==> src/rtl/core/imufd_pkg.sv <==
// shared constants, types and scaling functions of the imu frame decoder
package imufd_pkg;

    // frame layout
    localparam logic [7:0] HEADER_BYTE = 8'h55;
    localparam logic [7:0] TYPE_ACCEL  = 8'h51;
    localparam logic [7:0] TYPE_RATE   = 8'h52;
    localparam logic [7:0] TYPE_ANGLE  = 8'h53;

    localparam int unsigned IDX_W       = 4;
    localparam int unsigned STORE_DEPTH = 9;
    // position of the checksum byte, the eleventh byte of a frame
    localparam logic [IDX_W-1:0] LAST_INDEX = IDX_W'(10);

    // field widths
    localparam int unsigned RAW_W   = 16;
    localparam int unsigned AXIS_W  = 20;
    localparam int unsigned TEMP_W  = 17;
    localparam int unsigned KIND_W  = 2;
    localparam int unsigned TDATA_W = 80;

    typedef enum logic [KIND_W-1:0] {
        KIND_ACCEL = 2'd0,
        KIND_RATE  = 2'd1,
        KIND_ANGLE = 2'd2
    } packet_kind_t;

    // temperature: floor((raw*64 + 788800) / 85)
    // biased by 85*15393 so the numerator stays positive and below 2^22,
    // then divided by 85 with a reciprocal multiply (2^32 = 1 mod 85, exact)
    localparam int unsigned TEMP_NUM_W  = 22;
    localparam int unsigned TEMP_RCP_W  = 26;
    localparam int unsigned TEMP_SHIFT  = 32;
    localparam int unsigned TEMP_Q_W    = 16;
    localparam logic [TEMP_NUM_W:0]   TEMP_BIAS     = 23'd2097205;
    localparam logic [TEMP_RCP_W-1:0] TEMP_RECIP    = 26'd50529028;
    localparam logic [TEMP_W-1:0]     TEMP_Q_OFFSET = 17'd15393;

    // axis scaling, floor rounding through arithmetic shifts
    function automatic logic signed [AXIS_W-1:0] scale_axis(
        input packet_kind_t        kind,
        input logic [RAW_W-1:0]    raw
    );
        logic signed [23:0] raw_ext;
        logic signed [23:0] scaled;
        raw_ext = signed'({{8{raw[RAW_W-1]}}, raw});
        case (kind)
            KIND_ACCEL: scaled = raw_ext >>> 3;
            KIND_RATE:  scaled = (raw_ext * 24'sd125) >>> 3;
            KIND_ANGLE: scaled = (raw_ext * 24'sd45) >>> 5;
            default:    scaled = '0;
        endcase
        return scaled[AXIS_W-1:0];
    endfunction

    function automatic logic signed [TEMP_W-1:0] scale_temp(
        input logic [RAW_W-1:0] raw
    );
        logic [TEMP_NUM_W:0]                    num_ext;
        logic [TEMP_NUM_W+TEMP_RCP_W-1:0]       prod;
        logic [TEMP_Q_W-1:0]                    quot;
        logic [TEMP_W-1:0]                      diff;
        num_ext = {{1{raw[RAW_W-1]}}, raw, 6'd0} + TEMP_BIAS;
        prod    = {{TEMP_RCP_W{1'b0}}, num_ext[TEMP_NUM_W-1:0]}
                  * {{TEMP_NUM_W{1'b0}}, TEMP_RECIP};
        quot    = prod[TEMP_SHIFT +: TEMP_Q_W];
        diff    = {1'b0, quot} - TEMP_Q_OFFSET;
        return signed'(diff);
    endfunction

endpackage

==> src/rtl/core/imu_uart_frame_decoder.sv <==
// imu serial frame decoder: 11-byte frames in, scaled axis and temperature items out
//
// input channel s_axis carries one received uart byte per item in s_axis_tdata
// while waiting for a frame every byte but 0x55 is dropped; a 0x55 opens an
// 11-byte frame (header, type, x/y/z and temperature as little-endian words,
// checksum). the checksum byte closes the frame and is not checked
// output channel m_axis carries one item per frame of known type (0x51 accel,
// 0x52 angular rate, 0x53 angle); unknown types close the frame silently
// all values are signed fixed point with 8 fraction bits, floor rounded
// the result is registered and valid in the cycle after the checksum byte is accepted
// throughput: one byte per cycle, but for a checksum byte held off (see stall);
// decode is one pass of constant multiplies from the frame registers into the output register
// stall: while a result waits in the output register, bytes keep flowing in;
// only the checksum byte of the next frame is held off until the result leaves
// reset: clears the byte position and the output valid, the frame bytes are
// left as they are and always rewritten before use
module imu_uart_frame_decoder (
    input  logic                               clk,
    input  logic                               rst_n,
    input  logic                               s_axis_tvalid,
    output logic                               s_axis_tready,
    input  logic [7:0]                         s_axis_tdata,   // rx_byte
    output logic                               m_axis_tvalid,
    input  logic                               m_axis_tready,
    // axis_x[19:0], axis_y[39:20], axis_z[59:40], temperature_c[76:60], zero fill
    output logic [imufd_pkg::TDATA_W-1:0]      m_axis_tdata,
    output logic [imufd_pkg::KIND_W-1:0]       m_axis_tuser    // packet_kind
);

    localparam int unsigned AW = imufd_pkg::AXIS_W;
    localparam int unsigned TW = imufd_pkg::TEMP_W;

    // frame position and frame bytes (type byte plus eight data bytes)
    logic [imufd_pkg::IDX_W-1:0] byte_index_reg;
    logic [imufd_pkg::IDX_W-1:0] byte_index_next;
    logic [7:0]                  frame_store_reg [imufd_pkg::STORE_DEPTH];

    // output register
    logic                        out_valid_reg;
    logic                        out_valid_next;
    imufd_pkg::packet_kind_t     out_kind_reg;
    logic signed [AW-1:0]        out_x_reg;
    logic signed [AW-1:0]        out_y_reg;
    logic signed [AW-1:0]        out_z_reg;
    logic signed [TW-1:0]        out_temp_reg;

    logic                        in_fire;
    logic                        at_last;
    logic                        store_we;
    logic [imufd_pkg::IDX_W-1:0] store_addr;
    logic                        frame_done;
    logic                        kind_known;
    imufd_pkg::packet_kind_t     kind;
    logic                        load_out;

    // the checksum byte needs a free output register, other bytes never wait
    assign at_last       = (byte_index_reg == imufd_pkg::LAST_INDEX);
    assign s_axis_tready = !at_last || !out_valid_reg || m_axis_tready;
    assign in_fire       = s_axis_tvalid && s_axis_tready;

    // frame position tracking
    always_comb
    begin
        byte_index_next = byte_index_reg;
        store_we        = 1'b0;
        frame_done      = 1'b0;
        store_addr      = byte_index_reg - imufd_pkg::IDX_W'(1);
        if (in_fire)
        begin
            if (byte_index_reg == '0 || byte_index_reg > imufd_pkg::LAST_INDEX)
            begin
                // waiting for a header; out-of-range positions act the same
                byte_index_next = (s_axis_tdata == imufd_pkg::HEADER_BYTE) ?
                                  imufd_pkg::IDX_W'(1) : '0;
            end
            else if (!at_last)
            begin
                // type and data bytes; a 0x55 here is plain data
                store_we        = 1'b1;
                byte_index_next = byte_index_reg + imufd_pkg::IDX_W'(1);
            end
            else
            begin
                // checksum byte, ignored, closes the frame
                frame_done      = 1'b1;
                byte_index_next = '0;
            end
        end
    end

    // type byte decode
    always_comb
    begin
        kind_known = 1'b1;
        case (frame_store_reg[0])
            imufd_pkg::TYPE_ACCEL: kind = imufd_pkg::KIND_ACCEL;
            imufd_pkg::TYPE_RATE:  kind = imufd_pkg::KIND_RATE;
            imufd_pkg::TYPE_ANGLE: kind = imufd_pkg::KIND_ANGLE;
            default:
            begin
                kind       = imufd_pkg::KIND_ACCEL;
                kind_known = 1'b0;
            end
        endcase
    end

    assign load_out = frame_done && kind_known;

    always_comb
    begin
        out_valid_next = out_valid_reg;
        if (load_out)
        begin
            out_valid_next = 1'b1;
        end
        else if (m_axis_tready)
        begin
            out_valid_next = 1'b0;
        end
    end

    always_ff @(posedge clk or negedge rst_n)
    begin
        if (!rst_n)
        begin
            byte_index_reg <= '0;
            out_valid_reg  <= 1'b0;
        end
        else
        begin
            byte_index_reg <= byte_index_next;
            out_valid_reg  <= out_valid_next;
        end
    end

    // frame bytes, no reset: each is written before the frame is decoded
    always_ff @(posedge clk)
    begin
        if (store_we)
        begin
            frame_store_reg[store_addr] <= s_axis_tdata;
        end
    end

    // scaling straight from the frame registers into the output register
    always_ff @(posedge clk)
    begin
        if (load_out)
        begin
            out_kind_reg <= kind;
            out_x_reg    <= imufd_pkg::scale_axis(kind,
                                {frame_store_reg[2], frame_store_reg[1]});
            out_y_reg    <= imufd_pkg::scale_axis(kind,
                                {frame_store_reg[4], frame_store_reg[3]});
            out_z_reg    <= imufd_pkg::scale_axis(kind,
                                {frame_store_reg[6], frame_store_reg[5]});
            out_temp_reg <= imufd_pkg::scale_temp(
                                {frame_store_reg[8], frame_store_reg[7]});
        end
    end

    assign m_axis_tvalid = out_valid_reg;
    assign m_axis_tuser  = out_kind_reg;
    assign m_axis_tdata  = {{(imufd_pkg::TDATA_W - 3*AW - TW){1'b0}},
                            out_temp_reg, out_z_reg, out_y_reg, out_x_reg};

endmodule

==> config.mk <==
export PLATFORM = sky130hd
export DESIGN_NAME = imu_uart_frame_decoder
export DESIGN_NICKNAME = d
export VERILOG_FILES = /design/src/rtl/core/imufd_pkg.sv /design/src/rtl/core/imu_uart_frame_decoder.sv
export SDC_FILE = /design/constraint.sdc
export NUM_CORES = 1
export LEC_CHECK = 0
export BUFFER_PORTS_ARGS = -buffer_cell sky130_fd_sc_hd__buf_2
export CAP_MARGIN = 20
export CORE_MARGIN = 2
export CORE_UTILIZATION = 50
export CTS_CLUSTER_SIZE = 24
export DETAILED_ROUTE_END_ITERATION = 10
export PLACE_DENSITY = 0.63
export SYNTH_ARGS = -nofsm -noshare
export SYNTH_HDL_FRONTEND = slang
export SYNTH_SLANG_ARGS = --single-unit
==> constraint.sdc <==
create_clock -name clk -period 18.3 [get_ports clk]
set_input_delay 3.66 -clock clk [delete_from_list [all_inputs] [get_ports clk]]
set_output_delay 3.66 -clock clk [all_outputs]
set_load 0.1 [all_outputs]
# Word level (Yosys, flattened, before mapping)
# Memories as Yosys holds them, arrays and structs flattened.
# Index checks and enable logic that the tools add are counted.
# Widths: inputs -> output; s select.
# classes
n_addsub	4
multipliers	7
div	0
order_cmp	1
eq_ne	7
shift	0
mux	18
bitwise_logic	0
n_reduce_logical	11
# ops
op	n
$pmux 20 s3	3
$mul 16x7->23 const B	3
$mul 16x8->23 const B	3
$mul 22x24->46 const B	1
$eq 8x7->1 const B	4
$add 22x22->22 const B	1
$sub 16x14->17 const B	1
$mux 1	12
$mux 4	2
$add 4x1->4 const B	1
$eq 4x4->1 const B	1
$gt 4x4->1 const B	1
$logic_not 4->1	1
$pmux 2 s2	1
$sub 4x1->4 const B	1
$logic_or 1x1->1	3
$reduce_or 3->1	1
$eq 2x1->1 const B	1
$eq 2x2->1 const B	1
$logic_and 1x1->1	2
$logic_not 1->1	2
$logic_not 2->1	1
$reduce_bool 2->1	1
# word_totals
ff_bits	84
latchBits	0
ramBits	72
rom_bits	0
input_bits	12
out_inout_bits	84
wordCells	56
n_memories	1
# memory_table
memory	words	word_bits	read_ports	rd_clocked_by_memory_dff	wr	line_no	text
frame_store_reg	9	8	9	0	1	imu_uart_frame_decoder.sv:36	logic [7:0] frame_store_reg [imufd_pkg::STORE_DEPTH];

# Depth between registers and ports, before layout
# Gate-level depths: netlist of the first run.
# logic_depth
word_depth	8
depth_mapped	28
mapped_depth_nobuf	28

# Worst setup path after synthesis of the first run
# OpenSTA, ideal clock, no wires.
# synth_timing
path_type	input to output
start	input m_axis_tready
end	output s_axis_tready
arrival_ns	4.465
required_time_ns	14.640
path_slack_ns	10.175
cell_stages	2
path_buffers	0
path_cell_list	inv_1 nand3_1
# synth_between
elab_chain_len	1
# synth_lines
element	line_no	text
from (decl)	imu_uart_frame_decoder.sv:24	input logic m_axis_tready,
$logic_or 1x1->1	imu_uart_frame_decoder.sv:58	assign s_axis_tready = !at_last || !out_valid_reg || m_axis_tready;
to (decl)	imu_uart_frame_decoder.sv:21	output logic s_axis_tready,
# No other way between the ends.

# Worst setup path after layout of the first run
# Same ends and word-level chain as after synthesis.

==> results of run 1 <==
per-layer routing:
layer | wire (µm) | global-route usage | vias to the layer above
met4 | 906 | 0.0600 | 0
met5 | 0 | 0 | -
met2 | 23700 | 0.360 | 312
met3 | 2060 | 0.0224 | 43
met1 | 23700 | 0.310 | 7945
li1 | - | - | 7769
area by class of cell:
type / count / area share
Clock inverter: 15 / 0.00555
Multi-Input combinational cell: 1573 / 0.661
Clock buffer: 17 / 0.0168
Tap cell: 607 / 0.0301
Inverter: 541 / 0.0804
Timing Repair Buffer: 102 / 0.0212
Sequential cell: 156 / 0.185
worst min-delay path by stage:
stage	cells past startpoint	to	start	slack (ns)
6_report	1	m_axis_tvalid	m_axis_tvalid	0.55
5_1_grt	1	m_axis_tvalid	m_axis_tvalid	0.57
4_1_cts	1	m_axis_tvalid	m_axis_tvalid	0.54
3_5_place_dp	1	m_axis_tvalid	m_axis_tvalid	0.52
3_3_place_gp	1	m_axis_tvalid	m_axis_tvalid	0.51
2_1_floorplan	3	byte_index_reg[2]	byte_index_reg[2]	0.68
cells in the final DEF (no fill, tap or decap), types with 7 or more instances in the layout:
cell / count
ha_1: 424
a21o_1: 40
nor2b_1: 10
xor2_1: 35
or3_1: 13
nand3_1: 20
nor2_1: 95
nand2b_1: 13
edfxtp_1: 151
o21ai_1: 17
a211oi_1: 10
clkbuf_16: 17
o31a_1: 8
buf_4: 8
buf_2: 92
o211ai_1: 12
inv_1: 541
o21ai_0: 71
a31oi_1: 17
o21bai_1: 8
o21a_1: 15
xnor2_1: 91
nand2_1: 96
mux2i_1: 7
a21oi_1: 100
and2_1: 16
and3_1: 8
fa_1: 305
nor3_1: 34
Yosys cell counts (all sizes together) (10+ instances only):
library cell / instances / share of area
inv: 541 / 0.086
o21a: 15 / 0.0048
edfxtp: 151 / 0.19
a211oi: 11 / 0.0037
nand2: 97 / 0.015
nor2: 95 / 0.015
o21ai: 89 / 0.019
nand2b: 13 / 0.0035
o211ai: 13 / 0.0044
a31oi: 17 / 0.0045
clkbuf: 28 / 0.0045
nand3: 20 / 0.0043
nor3: 36 / 0.0081
xor2: 36 / 0.014
a21o: 40 / 0.013
ha: 424 / 0.23
xnor2: 91 / 0.034
fa: 305 / 0.26
nor2b: 10 / 0.0027
and2: 16 / 0.0043
a21oi: 103 / 0.022
or3: 13 / 0.0035
through the flow:
step | power (µW) | instances | util | instance area, µm²
floorplan | 3190 | 2303 | - | 23500
global placement | 3830 | 2977 | 0.531 | 24700
detailed placement | 3910 | 2977 | 0.531 | 24700
CTS | 4300 | 3009 | 0.543 | 25200
global route | 4820 | 3011 | 0.543 | 25200
finish | 4290 | 3011 | 0.543 | 25200
logic make-up (layout without fill, tap and decap cells):
| family | after synthesis | count (layout) | synth area share |
|---|---|---|---|
| flip-flops | 156 | 156 | 0.198 |
| buffers and inverters | 574 | 675 | 0.0921 |
| adder cells (fa/ha/maj) | 729 | 729 | 0.485 |
| multiplexers | 7 | 7 | 0.00298 |
| other | 1 | 3 | 0.000160 |
| AND/OR/NAND/NOR | 342 | 342 | 0.0720 |
| XOR/XNOR | 127 | 127 | 0.0476 |
| AO/OA/AOI/OAI | 365 | 365 | 0.101 |
where the power goes:
group	internal, µW	total [µW]	switching (µW)
combinational	1520	3440	1930
sequential	433	486	53.1
clock	189	356	167
total	2140	4290	2150
==> flow_results.org, run 1 <==
** Clock network
- Number of sinks on the clock net :: 156
- In this run the number of H-tree levels came out at 4.
- Clk pin slew, worst setup/hold paths :: 0.07 ns
- Source-to-sink clock delay at the later pin of the worst-skew pair :: between 0.4 and 0.5 ns
- Cells resized by post-CTS repair :: 0
- The tree is rooted in a clkbuf_16.
- The number of hold buffers added after CTS was 0.
- Max Root-Sink Buffers :: 2
- TritonCTS built the clock tree.
- After clock tree synthesis, the setup repair step added 0 buffers.
- In this run, CTS created clock tree buffers numbering 17.

** Drt
- Number of vias in the routed layout :: around 16k
- Average wire per cell in the routed design :: about 17 µm
- Number of remaining DRC errors :: 0
- Number of iterations in the first detailed-routing pass :: 5
- Number of DRC markers after the initial detailed-route iteration :: 746
- The count of nets left with antenna violations once routing finished came out at 0.
- The final layout contains routed wiring with a total length of 50400 µm.
- Detailed-route vias per instance :: approximately 5.3

** Timing
- Setup repair after global routing left no endpoint under its margin.
- Least-Margin Pin Slew :: around 1.0 ns
- Of the available clock period, the critical path in the final layout requires 0.434.
- Setup slack closes at between 10 and 15 ns.
- The worst path in the final design needs a cycle of 7.94 ns, including I/O delays and setup.
- Hold slack :: approximately 0.55 ns
- Static timing analysis puts the maximum clock frequency at between 100 and 150 MHz.
- Final-report setup violation count :: 0
- The number of hold violations in the final report is 0.
- After routing, the total negative slack on setup checks comes to 0 ns.
- Fin Clk Skew :: 0.0137 ns
- The worst pin sits at a relative slew slack of 0.317.
- Final Slew Violations :: 0

** Critical path
- Among the stages of the critical path, the cell type that occurs most often is buf_2.
- Reg2reg setup slack :: 11.52 ns
- Critical-path cell list :: buf_2, inv_1, nand3_1, buf_2
- Crit path capture :: s_axis_tready
- The setup path with the least slack is of type input port to output pin.
- Biggest cell delay along the critical path :: 0.42 ns
- In this run the number of cells on the critical path is 4.
- Cell at the slowest stage of the critical path :: buf_2
- Dominant delay contributor by cell family on the critical path :: buffers and inverters
- Worst Reg-to-Reg Cells :: 27
- Together, buffers and inverters on the worst path number 3.
- Critical Path RT :: about 15 ns
- In this run the critical register-to-register path is launched from frame_store_reg[8][0].
- The endpoint identified for the worst register-to-register timing path is out_temp_reg[14].
- The worst setup path is captured at an output pin.
- Data arrival at the endpoint of the critical path :: 4.28 ns
- Launching element type of the critical path :: input port
- Critical path fanouts, max :: 3
- The critical path starts at m_axis_tready.

** Die
- The floorplan step defined a die boundary enclosing 48800 µm².
- During I/O placement, the number of pins put on the boundary was 96.
- The initial utilization of the core area, before any placement, comes to 0.506.
- Area of the core :: 46500 µm²
- Die height :: 221 µm
- Measured along the x axis, the die boundary spans 221 µm.
- Number of cell rows :: 79

** Finish
- Share of cells above drive strength 1 :: 0.0682
- Growth of design area from synthesis to finish :: 7.42%
- Max reg flops :: 72
- Area used by multi-input combinational logic :: 16700 µm²
- Count of inserted antenna diode cells :: 0
- Nets :: 3132
- Number of filler instances in the final layout :: 4189
- Summing all flip-flop and latch instances after layout gives around 4700 µm².

** Power
- Worst vdd rail ir drop :: 0.124 mV
- For this design the ratio of total power to cell area is 170 nW/µm².
- Summed over all cells, the static leakage comes to around 0.013 µW.

** Place
- Final HPWL from detailed placement :: slightly above 40000 µm
- Buffers added on ports :: 92
- The congestion estimate from routability-driven global placement came to roughly 0.9.
- Timing analysis after detailed placement gives a worst setup slack of 10.36 ns.

** Global route
- The initial antenna violation count came to 2.
- Summed over all layers, the global routing overflow is 0.
- Across every metal layer, demand over resource in global routing totals 0.219.
- The number of global-route vias before repair was 17.0k.
- Entering global routing, the biggest net connects 72 pins.
- The first global-routing pass estimated 86100 µm of wire.

** Logic synthesis
- Yosys printed 0 warnings.
- In this run, synthesis inferred 151 flip-flops with an integrated enable.
- Distinct cells, synth :: a little under 80
- The share of the Yosys chip area taken by registers is 0.198.
- Post-Synthesis Mean Instance Area :: 10.2 µm²
- Synthesis handed over a netlist of ~2.3k instances.
- Counting flops and latches in the post-synthesis netlist gives 156.
- Dominant register cell in the synthesized netlist :: edfxtp_1
- In this run the cell area of the synthesized design comes to 23500 µm².
- FFs w/ async S/R, synth :: 0.0321

** Job
- Maxcap violations :: 0

** Status
- Status :: completed

** Worst hold path
- The worst hold path belongs to the class register to register.
No activity file was read; power rests on OpenSTA's default activity.
==> run 2, diff against run 1 <==
- clock period: 18.3 -> 7.7 ns (I/O delays scaled with it)
==> run 2 against run 1 <==
Net effect: clock power is 150% higher; utilization is essentially flat; register-to-register slack worse by 10 ns; clock skew rose by 0.00063 ns; critical path depth is 23 higher; sequential power increased by 140%; final cell count barely moved; sequential share of layout area barely moved; non-clock buffer count down 2; largest power group unchanged.
==> flow_results.org, run 2 (same netlist as run 1, synthesis figures left out) <==
** Worst hold path
- Worst min-delay path class :: register to register

** Clock network
- TritonCTS built the clock tree.
- The number of buffers inserted by post-CTS setup repair was 0 (unchanged).
- The source-to-sink clock delay at the later pin of the worst-skew pair came to 0.46 ns (about the same).
- The clock tree buffer depth came to 2 (unchanged).
- In this run the clock root is driven by a clkbuf_16.
- Clk pin slew, worst setup/hold paths :: 0.08 ns (about the same)
- Depth of the CTS H-tree :: 4 (unchanged)
- The CTS buffer count came to 17 (unchanged).
- Cells resized by post-CTS repair :: 0 (unchanged)
- Hold-fix buffers, CTS :: 0 (unchanged)
- The number of clock sinks came to 156 (unchanged).

** Critical path
- The required time at the endpoint of the critical path was 7.89 ns (-6.75 ns).
- The worst setup path is captured at a register.
- Data arrival at the endpoint of the critical path :: 6.84 ns (+2.56 ns)
- Class of the most critical setup path :: register to register
- Cell mode on critical path :: inv_1
- For this design, the slowest cell found on the critical path is fa_1.
- The worst setup path is launched from a register.
- Critical path fanouts, max :: 6 (+3)
- Biggest cell delay along the critical path :: 0.49 ns (+0.07 ns)

** Timing
- The normalized max-slew margin was 0.338 (+0.0211).
- The count of endpoints failing setup in the final report was 0 (unchanged).
- The worst clock skew came to 0.0143 ns (+0.000630 ns).
- The slew at the pin closest to its max-slew limit came to 0.989 ns (-0.0316 ns).
- Final-report hold violation count :: 0 (unchanged)
- Maximum clock frequency :: 150 MHz
- Final critical-path share of the clock period :: 0.864
- The accumulated negative setup slack came to 0 ns (unchanged).
- The routed design could run at a clock period as short as 6.65 ns.
- Setup repair after global routing missed its margin :: false
- Final Slew Violations :: 0 (unchanged)

** Job
- The number of violations of the max-capacitance limit is 0 (unchanged).

** Power
- The switching portion of total power is 0.505 (+0.00320).
- The largest vdd supply drop is 0.298 mV (+140%).
- The combinational group share of total power is 0.802 (-0.002).
- The internal power consumption came to 5070 µW (+140%).
- The overall power after layout is 10200 µW (+140%).
- Part of the power in registers :: 0.113 (about the same)
- Part of the total power dissipated in the clock network :: 0.085 (+0.002)
- P_leak :: 0.0126 µW (about the same)
- P_sw :: 5170 µW (+140%)
- The ratio of total power to cell area came to 405 nW/µm² (+140%).

** Die
- The die area was 48800 µm² (unchanged).
- The number of rows in the core area is 79 (unchanged).
- Die width :: 221 µm (unchanged)
- Die height :: 221 µm (unchanged)
- I/O Pins :: 96 (unchanged)
- Area of the core :: 46500 µm² (unchanged)
- Initial cell density of the core :: 0.506 (unchanged)

** Global route
- The overflow left after global routing was 0 (unchanged).
- The overall global routing resource usage was 0.221 (+0.00192).
- Wire length of the first global-routing pass :: 86900 µm (+0.95%)
- The initial antenna violation count came to 2 (unchanged).
- The number of global-route vias before repair was 17.1k (+0.85%).
- Maximum number of pins on one net before global-route repair :: 79 (+9.7%)

** Finish
- Max reg flops :: 72 (unchanged)
- Leaving out fill and tap cells, the most frequent cells in the layout are inv_1, ha_1, fa_1.
- The layout cell share with drive strength beyond 1 was 0.0679 (-0.000360).
- The signed area change from the synthesized netlist to the final layout is 7.49% (about the same).
- The number of filler instances in the final layout came to 4148 (-0.98%).
- Most common cell after layout, fill and taps aside :: inv_1
- Nets :: 3130 (-0.064%)

** Drt
- Number of DRC markers after the initial detailed-route iteration :: 904 (+21%)
- The iteration count of the initial detailed-routing pass is 5 (unchanged).
- The via total after detailed routing is 16.0k (-0.39%).
- Average wire per cell in the routed design :: 17.0 µm (+1.5%)
- The detail-routed via count per cell came to 5.32 (-0.36%).
- The count of antenna-violating nets left after detailed routing came to 0 (unchanged).
- The number of remaining DRC errors is 0 (unchanged).
- The detailed-route wire length was 51200 µm (+1.5%).

** Place
- Final RePlAce weighted congestion :: 0.880 (-1.8%)
- The total half-perimeter wirelength after legalization and detailed placement is 41400 µm (+1.6%).
- The number of port buffers is 92 (unchanged).

** Status
- The flow ran to the end, and the final reports show no timing, DRC or antenna violations.
==> run 2: final timing paths <==
path                                      to  slack, ns             startpoint  cells past startpoint
setup / recovery            out_temp_reg[14]       1.05  frame_store_reg[8][0]                     27
hold / removal                 m_axis_tvalid       0.64          m_axis_tvalid                      1
setup reg to reg            out_temp_reg[14]       1.05  frame_store_reg[8][0]                     27
hold reg to reg                m_axis_tvalid       0.64          m_axis_tvalid                      1
max in group asynchronous  byte_index_reg[1]       6.68                  rst_n                      1
min in group asynchronous  byte_index_reg[0]       0.88                  rst_n                      1
==> run 2: critical path: cells and delay by family (launching register included) <==
| kind | cells | cell delay [ns] |
|---|---|---|
| flops | 1 | 0.41 |
| simple gates | 5 | 1.39 |
| fa+ha+maj | 9 | 3.11 |
| xor+xnor | 2 | 0.40 |
| compound gates | 4 | 0.63 |
| buf+inv | 7 | 0.43 |
==> run 2: layout make-up <==
type,instances,area (µm²),share of cell area
sequential,156,4660,0.184
antenna,1,2.50,0.0000990
clock buffer,17,425,0.0168
timing repair buffer,100,518,0.0205
clock inverter,15,173,0.00683
tap,607,759,0.0301
inverter,541,2030,0.0804
multi-input combinational,1573,16700,0.661
==> run 2: stage by stage <==
stage                     utilization  worst slack, ns  cell area, µm²  hold slack, ns  cells
final                           0.544             1.05           25300           0.640   3010
after CTS                       0.544             1.05           25300           0.631   3007
after global placement          0.531             1.22           24700           0.610   2975
after global routing            0.544            0.633           25300           0.652   3010
after detailed placement        0.531             1.10           24700           0.614   2975
after floorplan                     -             1.64           23500           0.682   2303
==> run 2: power by group through the flow <==
stage          Clock (µW)  Sequential, µW  Combinational, µW
6_report              873            1150               8210
3_5_place_dp            0            1170               8140
3_3_place_gp            0            1170               7970
2_1_floorplan           0            1120               6470
4_1_cts               888            1160               8240
5_1_grt               917            1170               9410
==> run 2: per-layer routing <==
metal,up-vias,GRT usage,routed length (µm)
li1,7788,-,-
met1,7943,0.310,24400
met2,237,0.368,24500
met3,38,0.0219,1490
met4,0,0.0574,834
met5,-,0,0
